`config.mk`:
```
export PLATFORM = sky130hd
export DESIGN_NAME = mlpsgd_mac
export DESIGN_NICKNAME = d
export VERILOG_FILES = /design/src/mlpsgd_pkg.sv /design/src/mlpsgd_mac.sv
export SDC_FILE = /design/constraint.sdc
export NUM_CORES = 2
export LEC_CHECK = 0
export BUFFER_PORTS_ARGS = -buffer_cell sky130_fd_sc_hd__buf_2
export CELL_PAD_IN_SITES_DETAIL_PLACEMENT = 0
export CELL_PAD_IN_SITES_GLOBAL_PLACEMENT = 2
export CORE_MARGIN = 2
export CORE_UTILIZATION = 39
export CTS_CLUSTER_DIAMETER = 50
export CTS_CLUSTER_SIZE = 40
export DETAILED_ROUTE_END_ITERATION = 7
export HOLD_SLACK_MARGIN = 0.06
export PLACE_DENSITY = 0.89
export SLEW_MARGIN = 40
export SYNTH_ARGS = -nofsm -noshare
export SYNTH_HDL_FRONTEND = slang
export SYNTH_SLANG_ARGS = --single-unit
```
`constraint.sdc`:
```
create_clock -name clk -period 16.69 [get_ports clk]
set_input_delay 4.1725 -clock clk [delete_from_list [all_inputs] [get_ports clk]]
set_output_delay 4.1725 -clock clk [all_outputs]
set_load 0.02 [all_outputs]
```
`src/mlpsgd_pkg.sv`:
```
`default_nettype none
package mlpsgd_pkg;

  localparam int NUM_INPUTS_DEF  = 2;
  localparam int NUM_HIDDEN_DEF  = 25;
  localparam int NUM_OUTPUTS_DEF = 6;
  localparam int FRAC_BITS_DEF   = 24;
  localparam int MAX_OUTPUTS     = 6;
  localparam logic [24:0] LR_RESET = 25'd16777;

  typedef enum logic [1:0] {
    KIND_INFER = 2'd0,
    KIND_TRAIN = 2'd1,
    KIND_LOAD  = 2'd2,
    KIND_READ  = 2'd3
  } kind_t;

  typedef struct packed {
    logic [1:0]         kind;
    logic [7:0]         param_index;
    logic signed [31:0] param_value;
    logic signed [31:0] feature_current;
    logic signed [31:0] feature_energy;
    logic signed [31:0] target_0;
    logic signed [31:0] target_1;
    logic signed [31:0] target_2;
    logic signed [31:0] target_3;
    logic signed [31:0] target_4;
    logic signed [31:0] target_5;
  } in_item_t;

  typedef struct packed {
    logic signed [31:0] prediction_0;
    logic signed [31:0] prediction_1;
    logic signed [31:0] prediction_2;
    logic signed [31:0] prediction_3;
    logic signed [31:0] prediction_4;
    logic signed [31:0] prediction_5;
    logic [30:0]        peak_error;
    logic signed [31:0] param_readback;
  } out_item_t;

  typedef struct packed {
    logic               mul_en;
    logic signed [31:0] mul_a;
    logic signed [31:0] mul_b;
    logic signed [31:0] add_a;
    logic signed [31:0] add_b;
    logic               add_sub;
  } mac_req_t;

  typedef enum logic [5:0] {
    S_IDLE, S_LOAD, S_READ, S_READ_CAP,
    S_FH_RD, S_FH_MUL, S_FH_ADD, S_FH_BRD, S_FH_BADD,
    S_FO_RD, S_FO_MUL, S_FO_ADD, S_FO_BRD, S_FO_BADD,
    S_UD_DELTA, S_UD_STEP, S_UD_SAVE,
    S_UO_RD, S_UO_MUL, S_UO_W, S_UO_MUL2, S_UO_E, S_UO_BRD, S_UO_BW,
    S_UH_RD, S_UH_MUL, S_UH_STEP, S_UH_WRD, S_UH_MUL2, S_UH_WW, S_UH_BRD, S_UH_BW,
    S_DONE
  } state_t;

endpackage
`default_nettype wire

```
`src/mlpsgd_mac.sv`:
```
`default_nettype none
module mlpsgd_mac #(
  parameter int FRAC_BITS = mlpsgd_pkg::FRAC_BITS_DEF
) (
  input  wire logic                 clk,
  input  wire mlpsgd_pkg::mac_req_t req,
  output logic signed [31:0]        prod,
  output logic signed [31:0]        sum
);

  logic signed [63:0] p;
  logic signed [63:0] r;
  logic signed [31:0] p_sat;
  logic signed [32:0] s;

  // fixed-point product, floor shift, then saturate
  always_comb begin
    p = 64'(req.mul_a) * 64'(req.mul_b);
    r = p >>> FRAC_BITS;
    if (r > 64'sd2147483647) begin
      p_sat = 32'sh7fffffff;
    end else if (r < -64'sd2147483648) begin
      p_sat = 32'sh80000000;
    end else begin
      p_sat = r[31:0];
    end
  end

  always_ff @(posedge clk) begin
    if (req.mul_en) begin
      prod <= p_sat;
    end
  end

  always_comb begin
    if (req.add_sub) begin
      s = {req.add_a[31], req.add_a} - {req.add_b[31], req.add_b};
    end else begin
      s = {req.add_a[31], req.add_a} + {req.add_b[31], req.add_b};
    end
    if (s[32] != s[31]) begin
      sum = s[32] ? 32'sh80000000 : 32'sh7fffffff;
    end else begin
      sum = s[31:0];
    end
  end

endmodule
`default_nettype wire

```
==> results.yml <==
outcome:
  status: "completed"
route:
  vias: 28100
  avgViaCountPerCell: 5.08
  routed_wl_mm: 109
  drc_errors: 0
  ant_nets: 0
  drtIter0Drc: 1499
  drt_pass1_iterations: 5
  wl_per_cell_um: 19.6
sta:
  timing.final.ws_setup_ns: 2.93
  fmax_mhz: 72.7
  period_share_pct: 82.4
  hold_viol: 0
  worstMarginPinSlew_ns: 0.886
  tns_ns: 0
  slew_headroom_pct: 41.0
  grt_setup_unrepaired: "no"
  period_needed_ns: 13.76
  setup_viol: 0
  slew_viol_final: 0
global_route:
  grt_pass1_vias: 31300
  grt_max_degree: 34
  antenna_found_initial: 6
  track_usage_pct: 21.7
  grt_pass1_wl_mm: 175
  grt_overflow: 0
clock_tree:
  cts_sinks: 32
  cts_root_buffer: "clkbuf_16"
  cts_tree: "built"
  h-tree-depth: 2
  holdBufCountCts: 0
  cts_resized: 0
  cts_made_buffers: 5
  clock_path_buffers: 2
  clk_pin_slew_ns: 0.06
  post_cts.repair.setup_buffers: 0
setup_path:
  timing_worst_setup_path_type: "input pin to output port"
  crit_fanout: 23
  end_kind: "output port"
  cp-start-kind: "input pin"
  arrival_ns: 9.59
  required_ns: 12.52
yosys:
  yosysSeqAreaShare_pct: 2.44
  synth-edff-count: 32
  synthFlopType: "edfxtp_1"
  ys_types: 76
  ys_seq_elements: 32
  syn_avg_cell_area_um2: 9.29
  async_flop_share_pct: 0
  yosysWarnings: 0
  synth_area_mm2: 0.0394
  synthCells: 4239
  postSynthNetCount: 5665
job:
  max_cap_violations: 0
placement:
  hpwlAfterDp_mm: 88.4
  gp_congestion: 0.853
  pre_cts_slack_ns: 3.00
  io_buffers: 194
  place_area_mm2: 0.0413
die:
  row_count: 116
  core_area_mm2: 0.100
  initial_utilization_pct: 39.3
  dieWidth_um: 322
  io-pin-count: 195
  dieHeight_um: 322
  dieArea_mm2: 0.104
final_layout:
  final_area_mm2: 0.0415
  syn2layout_area_growth_pct: 5.38
  layout_common_cells: "1082 x fa_1, 965 x inv_1, 541 x nand2_1, 514 x and2_1, 213 x ha_1"
  drive_above_1_share_pct: 5.98
  reg_top3: "prod: 32 flops"
  final_nets: 5669
  largest_register_ffs: 32
  fillCellCount: 10000
  final_common_cell: "fa_1"
  regMostFlops: "prod"
hold_path:
  holdPathStages: 1
  hp-class: "input pin to register"
## worst max-delay path, stage by stage
cell and delay [ns]:
buf_2 0.11, nor3_1 0.32, nand2_1 0.15, nor4_1 0.42, nand2_1 0.11, nor2_1 0.22, nand2_1 0.14, nor3_1 0.38
a21oi_1 0.15, xnor2_1 0.16, ha_1 0.34, nor2b_1 0.15, o21ai_0 0.15, nand2b_1 0.11, o21bai_1 0.19, a221o_1 0.28
a221oi_2 0.37, nor2_1 0.14, a311oi_4 0.66, nand2_2 0.39, a21oi_1 0.25, buf_2 0.19
## Yosys cell counts (all sizes together), types with 5 or more instances
master / count / area, µm²
a211oi: 11 / 95.1
a21o: 46 / 345
a21oi: 120 / 612
a31oi: 12 / 81.3
and2: 514 / 3220
and3: 11 / 73.8
buf: 18 / 119
clkbuf: 208 / 781
edfxtp: 32 / 961
fa: 1082 / 21700
ha: 213 / 2670
inv: 966 / 3630
maj3: 8 / 80.1
nand2: 542 / 2040
nand2b: 16 / 100
nand3: 16 / 80.1
nand4: 19 / 119
nor2: 79 / 299
nor3: 20 / 100
nor4: 9 / 62.6
o211a: 5 / 50.1
o211ai: 6 / 45.0
o21a: 7 / 52.6
o21ai: 86 / 438
o21bai: 16 / 120
or3: 7 / 48.8
or4: 5 / 37.5
xnor2: 88 / 778
xor2: 24 / 210
## final cells by class
cell class,count,area (µm²),share of cell area [%]
tap,1298,1620,3.91
sequential,32,961,2.31
antenna,1,2.50,0.00603
clock buffer,6,129,0.310
inverter,966,3630,8.73
timing repair buffer,223,1220,2.95
clock inverter,2,35.0,0.0844
multi-input combinational,3015,33900,81.7
## metal layers
metal  track usage [%]  vias to the layer above  wire (µm)
met5                 0                        -         30
met4              5.10                        6       3180
met1              27.8                    14900      44000
met3              1.79                      173       4590
met2              39.8                      690      57000
li1                  -                    12400          -
## worst paths after layout
kind | slack (ns) | endpoint | from
max | 2.93 | sum[30] | req[5]
min | 4.50 | prod[31]$_SDFFCE_PN0P_ | req[129]
## metrics by stage
stage	hold WS (ns)	utilization, %	std cells
5_1_grt	4.56	41.5	5542
3_5_place_dp	4.63	41.3	5533
6_report	4.50	41.5	5543
2_1_floorplan	4.29	-	4239
3_3_place_gp	4.63	41.2	5533
4_1_cts	4.52	41.4	5541
## cell families after synthesis
group	share of synthesized area, %
flops	2.44
mux	0.0508
buf+inv	11.5
xor+xnor	2.51
fa+ha+maj	61.9
simple gates	16.0
compound gates	5.58
Power is not shown: default switching activity piles up to over one toggle a cycle in this logic, so the estimate is an artifact.
